==> config.mk <==
export PLATFORM = sky130hd
export DESIGN_NAME = multilevel_minmax_decimator_core
export DESIGN_NICKNAME = d
export VERILOG_FILES = /design/src/mmd_pkg.sv /design/src/mmd_front.sv /design/src/mmd_queue.sv /design/src/mmd_back.sv /design/src/multilevel_minmax_decimator_core.sv
export SDC_FILE = /design/constraint.sdc
export NUM_CORES = 2
export LEC_CHECK = 0
export ABC_AREA = 1
export CAP_MARGIN = 20
export CORE_MARGIN = 10
export CORE_UTILIZATION = 65
export DETAILED_ROUTE_END_ITERATION = 16
export DONT_BUFFER_PORTS = 1
export PLACE_DENSITY_LB_ADDON = 0.12
export SLEW_MARGIN = 40
export SYNTH_ARGS = -nofsm -noshare
export SYNTH_HDL_FRONTEND = slang
export SYNTH_HIERARCHICAL = 1
export SYNTH_SLANG_ARGS = --single-unit
==> constraint.sdc <==
create_clock -name clock -period 45.1 [get_ports clock]
set_clock_uncertainty 0.2 [all_clocks]
set_input_delay 6.765 -clock clock [delete_from_list [all_inputs] [get_ports clock]]
set_output_delay 6.765 -clock clock [all_outputs]
set_load 0.03 [all_outputs]
==> src/mmd_pkg.sv <==
// Shared constants for the multilevel min/max decimator.
// Used by every module of the block; depends on nothing.
package mmd_pkg;

   localparam int NUM_LEVELS_DEFAULT   = 16;
   localparam int SAMPLE_WIDTH_DEFAULT = 16;

   // Configuration register file.
   localparam int CFG_WIDTH      = 5;
   localparam int CSR_ADDR_WIDTH = 3;
   localparam int CSR_DATA_WIDTH = 32;
   localparam logic [CFG_WIDTH-1:0] LEVELS_IN_USE_RESET = 5'd16;

   // Register index of levels_in_use (byte address is four times this).
   localparam logic [0:0] REG_LEVELS_IN_USE = 1'b0;

   // Depth of the queue between the front and the back.
   localparam int QUEUE_DEPTH = 2;

endpackage

==> src/mmd_front.sv <==
// Front part: accepts samples, updates the running min/max of every level and
// classifies which levels release a result. Depends on mmd_pkg.
module mmd_front #(
   parameter int NUM_LEVELS   = mmd_pkg::NUM_LEVELS_DEFAULT,
   parameter int SAMPLE_WIDTH = mmd_pkg::SAMPLE_WIDTH_DEFAULT,
   localparam int CW = (NUM_LEVELS > 1) ? NUM_LEVELS - 1 : 1,
   localparam int EW = 2 * NUM_LEVELS + 2 * NUM_LEVELS * SAMPLE_WIDTH
) (
   input  logic                           clock,
   input  logic                           reset,
   input  logic [mmd_pkg::CFG_WIDTH-1:0]  levels_in_use_i,
   input  logic                           sample_valid_i,
   output logic                           sample_ready_o,
   input  logic signed [SAMPLE_WIDTH-1:0] sample_i,
   input  logic                           stream_end_i,
   input  logic                           queue_full_i,
   output logic                           push_o,
   output logic [EW-1:0]                  push_data_o
);

   logic [CW-1:0] count_ff, count_in;
   logic signed [SAMPLE_WIDTH-1:0] lvl_min_ff [NUM_LEVELS];
   logic signed [SAMPLE_WIDTH-1:0] lvl_max_ff [NUM_LEVELS];
   logic signed [SAMPLE_WIDTH-1:0] lvl_min_in [NUM_LEVELS];
   logic signed [SAMPLE_WIDTH-1:0] lvl_max_in [NUM_LEVELS];
   logic [NUM_LEVELS-1:0] emit_mask;
   logic [NUM_LEVELS-1:0] flush_mask;
   logic [NUM_LEVELS*SAMPLE_WIDTH-1:0] min_flat;
   logic [NUM_LEVELS*SAMPLE_WIDTH-1:0] max_flat;
   logic [mmd_pkg::CFG_WIDTH-1:0] used;
   logic accept;

   assign sample_ready_o = !queue_full_i;
   assign accept         = sample_valid_i && sample_ready_o;
   assign push_o         = accept;

   // Zero acts as one level, anything above the level count as all levels.
   always_comb begin
      if (levels_in_use_i == '0) begin
         used = mmd_pkg::CFG_WIDTH'(1);
      end else if (levels_in_use_i > mmd_pkg::CFG_WIDTH'(NUM_LEVELS)) begin
         used = mmd_pkg::CFG_WIDTH'(NUM_LEVELS);
      end else begin
         used = levels_in_use_i;
      end
   end

   // Level k's bucket is aligned to the low k bits of the sample count.
   always_comb begin
      logic [CW-1:0] kmask;
      logic first;
      logic full;
      for (int k = 0; k < NUM_LEVELS; k++) begin
         kmask = ~({CW{1'b1}} << k);
         first = (count_ff & kmask) == '0;
         full  = (count_ff & kmask) == kmask;
         if (first) begin
            lvl_min_in[k] = sample_i;
            lvl_max_in[k] = sample_i;
         end else begin
            lvl_min_in[k] = (sample_i < lvl_min_ff[k]) ? sample_i : lvl_min_ff[k];
            lvl_max_in[k] = (sample_i > lvl_max_ff[k]) ? sample_i : lvl_max_ff[k];
         end
         emit_mask[k]  = (mmd_pkg::CFG_WIDTH'(k) < used) && (full || stream_end_i);
         flush_mask[k] = !full;
         min_flat[k*SAMPLE_WIDTH +: SAMPLE_WIDTH] = lvl_min_in[k];
         max_flat[k*SAMPLE_WIDTH +: SAMPLE_WIDTH] = lvl_max_in[k];
      end
   end

   assign push_data_o = {max_flat, min_flat, flush_mask, emit_mask};
   assign count_in    = stream_end_i ? '0 : count_ff + CW'(1);

   always_ff @(posedge clock) begin
      if (reset) begin
         count_ff <= '0;
      end else if (accept) begin
         count_ff <= count_in;
      end
   end

   always_ff @(posedge clock) begin
      if (accept) begin
         lvl_min_ff <= lvl_min_in;
         lvl_max_ff <= lvl_max_in;
      end
   end

   // Level zero fills on every sample, so every sample releases a result.
   a_level0_emits: assert property (@(posedge clock) disable iff (reset)
      push_o |-> push_data_o[0])
      else $error("sample pushed without a level zero result");

   a_end_restarts: assert property (@(posedge clock) disable iff (reset)
      accept && stream_end_i |=> count_ff == '0)
      else $error("sample count did not restart after stream end");

endmodule

==> src/mmd_queue.sv <==
// Short queue between the front and the back of the decimator.
// Holds classified samples with their level snapshots. Depends on mmd_pkg.
module mmd_queue #(
   parameter int DATA_WIDTH = 8
) (
   input  logic                  clock,
   input  logic                  reset,
   input  logic                  push_i,
   input  logic [DATA_WIDTH-1:0] push_data_i,
   output logic                  full_o,
   input  logic                  pop_i,
   output logic                  head_valid_o,
   output logic [DATA_WIDTH-1:0] head_data_o
);

   localparam int PW = (mmd_pkg::QUEUE_DEPTH > 1) ? $clog2(mmd_pkg::QUEUE_DEPTH) : 1;
   localparam int NW = $clog2(mmd_pkg::QUEUE_DEPTH + 1);

   logic [DATA_WIDTH-1:0] entry_ff [mmd_pkg::QUEUE_DEPTH];
   logic [PW-1:0] wr_ptr_ff, wr_ptr_in;
   logic [PW-1:0] rd_ptr_ff, rd_ptr_in;
   logic [NW-1:0] fill_ff, fill_in;

   assign full_o       = fill_ff == NW'(mmd_pkg::QUEUE_DEPTH);
   assign head_valid_o = fill_ff != '0;
   assign head_data_o  = entry_ff[rd_ptr_ff];

   always_comb begin
      wr_ptr_in = wr_ptr_ff;
      rd_ptr_in = rd_ptr_ff;
      fill_in   = fill_ff;
      if (push_i) begin
         wr_ptr_in = (wr_ptr_ff == PW'(mmd_pkg::QUEUE_DEPTH - 1)) ? '0 : wr_ptr_ff + PW'(1);
      end
      if (pop_i) begin
         rd_ptr_in = (rd_ptr_ff == PW'(mmd_pkg::QUEUE_DEPTH - 1)) ? '0 : rd_ptr_ff + PW'(1);
      end
      if (push_i && !pop_i) begin
         fill_in = fill_ff + NW'(1);
      end else if (pop_i && !push_i) begin
         fill_in = fill_ff - NW'(1);
      end
   end

   always_ff @(posedge clock) begin
      if (reset) begin
         wr_ptr_ff <= '0;
         rd_ptr_ff <= '0;
         fill_ff   <= '0;
      end else begin
         wr_ptr_ff <= wr_ptr_in;
         rd_ptr_ff <= rd_ptr_in;
         fill_ff   <= fill_in;
      end
   end

   always_ff @(posedge clock) begin
      if (push_i) begin
         entry_ff[wr_ptr_ff] <= push_data_i;
      end
   end

   a_no_overflow: assert property (@(posedge clock) disable iff (reset)
      push_i |-> !full_o)
      else $error("push into a full queue");

   a_no_underflow: assert property (@(posedge clock) disable iff (reset)
      pop_i |-> head_valid_o)
      else $error("pop from an empty queue");

endmodule

==> src/mmd_back.sv <==
// Back part: walks the released levels of the queue head in ascending order
// and drives one result per transfer from an output register. Depends on mmd_pkg.
module mmd_back #(
   parameter int NUM_LEVELS   = mmd_pkg::NUM_LEVELS_DEFAULT,
   parameter int SAMPLE_WIDTH = mmd_pkg::SAMPLE_WIDTH_DEFAULT,
   localparam int LW = (NUM_LEVELS > 1) ? $clog2(NUM_LEVELS) : 1,
   localparam int EW = 2 * NUM_LEVELS + 2 * NUM_LEVELS * SAMPLE_WIDTH
) (
   input  logic                    clock,
   input  logic                    reset,
   input  logic                    head_valid_i,
   input  logic [EW-1:0]           head_data_i,
   output logic                    pop_o,
   output logic                    rsp_valid_o,
   input  logic                    rsp_ready_i,
   output logic [LW-1:0]           level_o,
   output logic [SAMPLE_WIDTH-1:0] min_o,
   output logic [SAMPLE_WIDTH-1:0] max_o,
   output logic                    last_o,
   output logic                    flush_o
);

   logic [NUM_LEVELS-1:0] head_mask;
   logic [NUM_LEVELS-1:0] head_flush;
   logic [NUM_LEVELS-1:0] done_ff, done_in;
   logic [NUM_LEVELS-1:0] remaining;
   logic [NUM_LEVELS-1:0] lowest;
   logic [NUM_LEVELS-1:0] after;
   logic [LW-1:0] sel;
   logic load;

   logic                    rsp_valid_ff;
   logic [LW-1:0]           level_ff;
   logic [SAMPLE_WIDTH-1:0] min_ff;
   logic [SAMPLE_WIDTH-1:0] max_ff;
   logic                    last_ff;
   logic                    flush_ff;

   assign head_mask  = head_data_i[NUM_LEVELS-1:0];
   assign head_flush = head_data_i[2*NUM_LEVELS-1:NUM_LEVELS];
   assign remaining  = head_mask & ~done_ff;
   assign lowest     = remaining & (~remaining + NUM_LEVELS'(1));
   assign after      = remaining & ~lowest;

   always_comb begin
      sel = '0;
      for (int k = NUM_LEVELS - 1; k >= 0; k--) begin
         if (remaining[k]) begin
            sel = LW'(k);
         end
      end
   end

   // The output register takes a new result whenever it is empty or drained.
   assign load    = head_valid_i && (!rsp_valid_ff || rsp_ready_i);
   assign pop_o   = load && (after == '0);
   assign done_in = (after == '0) ? '0 : (done_ff | lowest);

   always_ff @(posedge clock) begin
      if (reset) begin
         done_ff      <= '0;
         rsp_valid_ff <= 1'b0;
      end else begin
         if (load) begin
            done_ff <= done_in;
         end
         if (load) begin
            rsp_valid_ff <= 1'b1;
         end else if (rsp_ready_i) begin
            rsp_valid_ff <= 1'b0;
         end
      end
   end

   always_ff @(posedge clock) begin
      if (load) begin
         level_ff <= sel;
         min_ff   <= head_data_i[2*NUM_LEVELS + 32'(sel)*SAMPLE_WIDTH +: SAMPLE_WIDTH];
         max_ff   <= head_data_i[2*NUM_LEVELS + NUM_LEVELS*SAMPLE_WIDTH
                                 + 32'(sel)*SAMPLE_WIDTH +: SAMPLE_WIDTH];
         last_ff  <= after == '0;
         flush_ff <= head_flush[sel];
      end
   end

   assign rsp_valid_o = rsp_valid_ff;
   assign level_o     = level_ff;
   assign min_o       = min_ff;
   assign max_o       = max_ff;
   assign last_o      = last_ff;
   assign flush_o     = flush_ff;

   // Every queued sample carries at least one released level.
   a_head_has_work: assert property (@(posedge clock) disable iff (reset)
      head_valid_i |-> remaining != '0)
      else $error("queue head has no level left to send");

   a_last_pops: assert property (@(posedge clock) disable iff (reset)
      load |=> last_ff == $past(pop_o))
      else $error("run end flag disagrees with queue pop");

endmodule

==> src/multilevel_minmax_decimator_core.sv <==
// Multilevel min/max decimator, top level with the configuration registers.
// Path: a sample is written into the queue, then its results load the output register.
// Throughput: one result per cycle while rsp_tready is high; a sample releases one result
// per level whose bucket fills or, on a stream end, is flushed (up to NUM_LEVELS), and the
// back sends them in turn; a two-entry queue lets the front take samples meanwhile.
// Reset clears the sample count, queue and output; levels_in_use returns to 16.
module multilevel_minmax_decimator_core #(
   parameter int NUM_LEVELS   = mmd_pkg::NUM_LEVELS_DEFAULT,
   parameter int SAMPLE_WIDTH = mmd_pkg::SAMPLE_WIDTH_DEFAULT,
   localparam int LW  = (NUM_LEVELS > 1) ? $clog2(NUM_LEVELS) : 1,
   localparam int IDW = ((SAMPLE_WIDTH + 7) / 8) * 8,
   localparam int ODW = ((LW + 2 * SAMPLE_WIDTH + 7) / 8) * 8
) (
   input  logic                                clock,
   input  logic                                reset,
   input  logic                                req_tvalid,
   output logic                                req_tready,
   input  logic [IDW-1:0]                      req_tdata,  // sample_value
   input  logic                                req_tlast,  // stream_end
   output logic                                rsp_tvalid,
   input  logic                                rsp_tready,
   output logic [ODW-1:0]                      rsp_tdata,  // level_index, min_value, max_value
   output logic                                rsp_tlast,  // run_last
   output logic                                rsp_tuser,  // final_flush
   input  logic                                csr_psel,
   input  logic                                csr_penable,
   input  logic                                csr_pwrite,
   input  logic [mmd_pkg::CSR_ADDR_WIDTH-1:0]  csr_paddr,
   input  logic [mmd_pkg::CSR_DATA_WIDTH-1:0]  csr_pwdata,
   output logic [mmd_pkg::CSR_DATA_WIDTH-1:0]  csr_prdata,
   output logic                                csr_pready
);

   localparam int EW = 2 * NUM_LEVELS + 2 * NUM_LEVELS * SAMPLE_WIDTH;

   logic [mmd_pkg::CFG_WIDTH-1:0] levels_in_use_ff;
   logic csr_write;
   logic queue_full;
   logic push;
   logic [EW-1:0] push_data;
   logic pop;
   logic head_valid;
   logic [EW-1:0] head_data;
   logic [LW-1:0] level;
   logic [SAMPLE_WIDTH-1:0] min_val;
   logic [SAMPLE_WIDTH-1:0] max_val;

   // Register decode uses the word index of the byte address.
   assign csr_pready = 1'b1;
   assign csr_write  = csr_psel && csr_penable && csr_pwrite && csr_pready
                       && (csr_paddr[2] == mmd_pkg::REG_LEVELS_IN_USE);

   always_ff @(posedge clock) begin
      if (reset) begin
         levels_in_use_ff <= mmd_pkg::LEVELS_IN_USE_RESET;
      end else if (csr_write) begin
         levels_in_use_ff <= csr_pwdata[mmd_pkg::CFG_WIDTH-1:0];
      end
   end

   always_comb begin
      csr_prdata = '0;
      if (csr_paddr[2] == mmd_pkg::REG_LEVELS_IN_USE) begin
         csr_prdata = mmd_pkg::CSR_DATA_WIDTH'(levels_in_use_ff);
      end
   end

   mmd_front #(
      .NUM_LEVELS   (NUM_LEVELS),
      .SAMPLE_WIDTH (SAMPLE_WIDTH)
   ) u_front (
      .clock           (clock),
      .reset           (reset),
      .levels_in_use_i (levels_in_use_ff),
      .sample_valid_i  (req_tvalid),
      .sample_ready_o  (req_tready),
      .sample_i        (req_tdata[SAMPLE_WIDTH-1:0]),
      .stream_end_i    (req_tlast),
      .queue_full_i    (queue_full),
      .push_o          (push),
      .push_data_o     (push_data)
   );

   mmd_queue #(
      .DATA_WIDTH (EW)
   ) u_queue (
      .clock        (clock),
      .reset        (reset),
      .push_i       (push),
      .push_data_i  (push_data),
      .full_o       (queue_full),
      .pop_i        (pop),
      .head_valid_o (head_valid),
      .head_data_o  (head_data)
   );

   mmd_back #(
      .NUM_LEVELS   (NUM_LEVELS),
      .SAMPLE_WIDTH (SAMPLE_WIDTH)
   ) u_back (
      .clock        (clock),
      .reset        (reset),
      .head_valid_i (head_valid),
      .head_data_i  (head_data),
      .pop_o        (pop),
      .rsp_valid_o  (rsp_tvalid),
      .rsp_ready_i  (rsp_tready),
      .level_o      (level),
      .min_o        (min_val),
      .max_o        (max_val),
      .last_o       (rsp_tlast),
      .flush_o      (rsp_tuser)
   );

   assign rsp_tdata = ODW'({max_val, min_val, level});

endmodule
Yosys cells after proc, flatten, opt, wreduce, memory -nomap -nowiden
Memories as Yosys holds them, arrays and structs flattened. A register that Yosys moved wholly into a read port is not among the register bits.
Cells that the tools add are included.

cells by class
  add/subtract/negate cells = 8
  $lt $le $gt $ge = 48
  eq/ne operators = 15
  shifts and indexed selects = 2
  mux-type cells = 93
  bitwise gates (word level) = 8
  reductions and logical operators = 78

operator list
  operator                                            number
  indexed part select 544 x 33 -> 16 bit              2
  2-to-1 mux 16 bit                                   61
  greater-than comparator 16 bit                      15
  < comparator 16 bit                                 15
  logical NOT 15 bit                                  15
  2-to-1 mux 4 bit                                    16
  bitwise AND 16 bit                                  3
  NOT 16 bit                                          3
  < comparator 4 x 5 -> 1 bit (first input constant)  8
  logical AND 1 bit                                   23
  < comparator 3 x 5 -> 1 bit (first input constant)  4
  logical NOT 1 bit                                   19
  adder 16 x 1 -> 16 bit (second input constant)      1
  logical NOT 16 bit                                  1
  logical OR 1 bit                                    16
  OR 16 bit                                           1
  adder 15 x 1 -> 15 bit (second input constant)      1
  == test 15 bit (second input constant)              1
  2-to-1 mux 15 bit                                   1
  2-to-1 mux 5 bit                                    3
  == test 14 bit (second input constant)              1
  == test 13 bit (second input constant)              1
  == test 12 bit (second input constant)              1
  == test 11 bit (second input constant)              1
  24 further kinds                                    39

storage, ports and cells
  register bits = 559
  bits in writable memories = 1086
  output and inout bits = 77
  word-level logic and storage cells = 295
  memories kept = 1

memory list
  name              depth  bits a word  rd ports  clocked after Yosys merged registers in  wr ports  line             RTL
  u_queue.entry_ff  2      543          1         1                                        1         mmd_queue.sv:19  logic [DATA_WIDTH-1:0] entry_ff [mmd_pkg::QUEUE_DEPTH];

Depth between registers and ports, before layout
  word-level depth = 20
  depth in mapped cells = 28
  depth with buffers taken out = 23

Cells and area by module
Netlist, hierarchy kept.

by module, submodules not included
  module                            times used  cells an instance  area each (sq um)  sequential area each (sq um)
  mmd_queue                         1           1726               40048.4            32771.4
  mmd_front                         1           4436               35512.8            14714.1
  mmd_back                          1           1771               9303.9             1481.4
  multilevel_minmax_decimator_core  1           80                 521.8              100.1

Least setup slack after synthesis
OpenSTA, ideal clock, no wires.

  kind = input to register
  start point = input req_tvalid
  end point = memory u_queue/entry_ff[0][0] (netlist bit), enable pin
  arrival time = 39.290 ns
  setup slack = 4.150 ns
  stages = 4
  cell sequence = nand2_1 inv_1 inv_1 nor2_1

between the ends
  word-level cells in the longest chain between the ends = 3

RTL lines
  what                                    line                                    RTL
  start, declared                         multilevel_minmax_decimator_core.sv:16  input logic req_tvalid,
  logical AND 1 bit                       mmd_front.sv:34                         assign accept = sample_valid_i && sample_ready_o;
  named net push                          multilevel_minmax_decimator_core.sv:39  logic push;
  2-to-1 mux 1 bit                        mmd_queue.sv:58                         if (push_i) begin
  2-to-1 mux 1 bit (implied by the code)  mmd_queue.sv:59                         entry_ff[wr_ptr_ff] <= push_data_i;
  end, declared                           mmd_queue.sv:19

The timed path passes the listed nets, and every way through them passes these cells.

Worst setup path after layout
  start point = input csr_paddr[2] (netlist bit)
  end point = output csr_prdata[0] (netlist bit)

between the ends
  word-level cells in the longest chain between the ends = 1

RTL lines
  what              line                                    RTL
  start, declared   multilevel_minmax_decimator_core.sv:28  input logic [mmd_pkg::CSR_ADDR_WIDTH-1:0] csr_paddr,
  2-to-1 mux 5 bit  multilevel_minmax_decimator_core.sv:63  if (csr_paddr[2] == mmd_pkg::REG_LEVELS_IN_USE) begin
  end, declared     multilevel_minmax_decimator_core.sv:30  output logic [mmd_pkg::CSR_DATA_WIDTH-1:0] csr_prdata,

No other way between the ends.

==> run_results.csv <==
group,metric,value,unit
critical_path,cp.buffers_inverters,0,
yosys,muxShareOfSynthArea,7.88,%
critical_path,cp_max_fo,7,
yosys,ys_types,51,
yosys,post_synth_most_frequent_cells,"nand2_1 (2056), edfxtp_1 (1606), inv_1 (989)",
cells_and_area,final_util,70.5,%
yosys,synth_edf_count,1606,
timing,setup_viol,0,
timing,hold_ws,0.260,ns
clocking,path_clk_slew,0.06,ns
yosys,synthArstFlopShare,0,%
die,die_h,382,um
die,die_x,382,um
cells_and_area,multiInputGateArea,30400,um2
critical_path,end_kind,"primary output",
routing,wl_per_cell,23.4,um
yosys,synth_top_area_share,56.5,%
yosys,ys_ff_latch,1648,
die,dieArea,146000,um2
clocking,cts_tree,"built",
die,coreArea,130000,um2
critical_path,worstRegToRegCells,17,
critical_path,r2r_slack,39.12,ns
routing,wl,227,mm
die,rows,132,
cells_and_area,layout-drive-gt1-share,11.5,%
yosys,ys.flop_type,"edfxtp_1",
global_routing,grt_max_degree,135,
timing,final_hold_viol_count,0,
critical_path,crit_family,"simple AND/OR/NAND/NOR gates",
pwr,cellPowerDensity,48.7,nW/um2
timing,max_freq,0.0706,GHz
timing,postLayoutSetupSlackWorst,30.93,ns
timing,period_minus_slack,14.17,ns
clocking,cts_num_sinks,1648,
routing,vias,60200,
routing,via_per_inst,6.19,
timing,rsz0062_at_grt,"false",
timing,worstMarginPinSlew,1.02,ns
run,cap_violations,0,
critical_path,worstSetupPathType,"primary input to primary output",
global_routing,grt_overflow,0,
yosys,synth_compound_area_share,2.16,%
critical_path,timing.rr.end,"u_back/max_o[7]$_DFFE_PP_",
die,start_util,65.7,%
placement,gp_congestion,0.856,
placement,io_buffers,0,
routing,drc_errors,0,
clocking,h-tree-depth,4,
clocking,post_cts_buffers,0,
routing,antenna_left,0,
placement,dp_cells,9413,
cells_and_area,area_growth,7.27,%
pwr,ir_worst_vdd,0.0447,mV
worst_hold_path,hp-class,"register to register",
yosys,synthAdderAreaFrac,6.90,%
cells_and_area,stdcell_count,9721,
worst_hold_path,holdPathStages,2,
timing,slew_viol_final,0,
yosys,yosysMostFrequentCell,"nand2_1",
timing,fin_crit_sh,31.4,%
clocking,cts_resized,0,
yosys,yosysTopAreaCell,"edfxtp_1",
die,io-pin-count,136,
placement,post-dp-hpwl,130,mm
clocking,cts_buffer_depth,3,
global_routing,grt_pass1_vias,57600,
global_routing,antenna_found_initial,6,
clocking,postCtsHoldBufs,0,
cells_and_area,ff_latch_area,49100,um2
global_routing,grt_pass1_wl,343,mm
outcome,status,"finished, final reports clean",
critical_path,start_kind,"primary input",
worst_hold_path,hp-start,"u_back/done_ff[5]$_SDFFE_PP0P_",
yosys,avgSynthCellArea,10.7,um2
yosys,synth_xor_area_share,0.0103,%
yosys,ys_seq_area_share,57.5,%
clocking,clock_tree.root_cell,"clkbuf_16",
yosys,yosys-top-cells-area,"edfxtp_1 (56%), nand2_1 (9.0%), ha_1 (6.9%)",
cells_and_area,fillerInstances,9231,
routing,drt_iter0_drc,8086,
placement,dp_slack,30.92,ns
critical_path,max_stage_delay,0.44,ns
critical_path,path_cells,"nor2_1",
yosys,syn_inst,8013,
yosys,ys_warn_count,6,
critical_path,arrival,7.21,ns
critical_path,critPathSlowestCell,"nor2_1",
pwr,leakage,39.3,nW
yosys,synth_top_family_by_area,"simple AND/OR/NAND/NOR gates",
critical_path,worst-endpoint-required,38.14,ns
yosys,syn_area,85400,um2
timing,timing.slew.headroom,32.2,%
yosys,yosys.area_share.simple,18.4,%
worst_hold_path,holdPathEnd,"u_back/done_ff[5]$_SDFFE_PP0P_",
global_routing,grt_usage,30.4,%
cells_and_area,fin_nets,8376,
clocking,clk-insertion-delay-late,0.79,ns
routing,dr.pass1.iters,6,
timing,finalSetupTns,0,ns
clocking,numCtsBuffers,169,
[per-layer routing]
layer | vias to the layer above | track usage (%) | part of all wire [%]
met5 | - | 0 | 0.011
met3 | 509 | 6.67 | 12
met4 | 4 | 11.9 | 4.0
met2 | 3499 | 45.8 | 44
met1 | 29000 | 43.1 | 40
li1 | 27100 | - | -
[cell type report]
type                       count  area share [%]
multi-input combinational   4949            33.1
clock buffer                 207            4.86
sequential                  1648            53.6
inverter                    1007            4.17
timing repair buffer          71           0.858
clock inverter                96            1.01
tap                         1742            2.38
antenna                        1         0.00273
[placed cells by master, fill, tap and decap left out, drive strengths merged, types with 15 or more instances in the layout]
cell type / n
o21ai: 60
nand2: 2075
buf: 71
nor3: 38
edfxtp: 1606
mux2: 544
nor2: 186
conb: 34
ha: 471
o21a: 15
nand4: 264
nand3: 949
dfxtp: 42
clkinv: 72
a21oi: 220
inv: 1006
clkbuf: 207
nand3b: 34
bufinv: 16
[where the power goes]
group          total (mW)  switching [mW]  internal [mW]  leakage [nW]
Combinational       0.997           0.704          0.293          21.2
Sequential           2.08          0.0844           1.99          15.5
Clock                1.38           0.589          0.792          2.59
[cells by family after synthesis]
kind of cell / count (synthesis)
AND/OR/NAND/NOR: 3560
flip-flops: 1648
buffers and inverters: 1446
multiplexers: 544
adder cells (fa/ha/maj): 471
AO/OA/AOI/OAI: 339
other: 4
XOR/XNOR: 1
[per-stage QoR]
stage               instance area (um2)  power (mW)
global placement                  86000        3.03
floorplan                         85500        2.84
detailed placement                86100        3.07
finish                            91600        4.46
CTS                               91500        4.45
global route                      91600        4.65
[state kept, by name (all words and copies together) (netlist names), named ones only]
signal,count
u_queue/entry_ff,1088
u_front/lvl_max_ff,240
u_front/lvl_min_ff,240
u_back/done_ff,16
u_back/max_o,16
u_back/min_o,16
u_front/count_ff,15
levels_in_use_ff,5
u_back/level_o,4
u_queue/fill_ff,2
u_back/flush_o,1
u_back/last_o,1
u_back/rsp_valid_o,1
u_queue/rd_ptr_ff,1
u_queue/wr_ptr_ff,1
[worst max path at each step]
stage / start / endpoint / cells after the start
floorplan: req_tvalid / u_queue/entry_ff[0][0]$_DFFE_PP_ / 4
global placement: csr_paddr[2] / csr_prdata[1] / 1
detailed placement: csr_paddr[2] / csr_prdata[0] / 1
CTS: csr_paddr[2] / csr_prdata[0] / 1
global route: csr_paddr[2] / csr_prdata[1] / 1
finish: csr_paddr[2] / csr_prdata[0] / 1
Note: power is estimated with default switching activity, not from simulation.
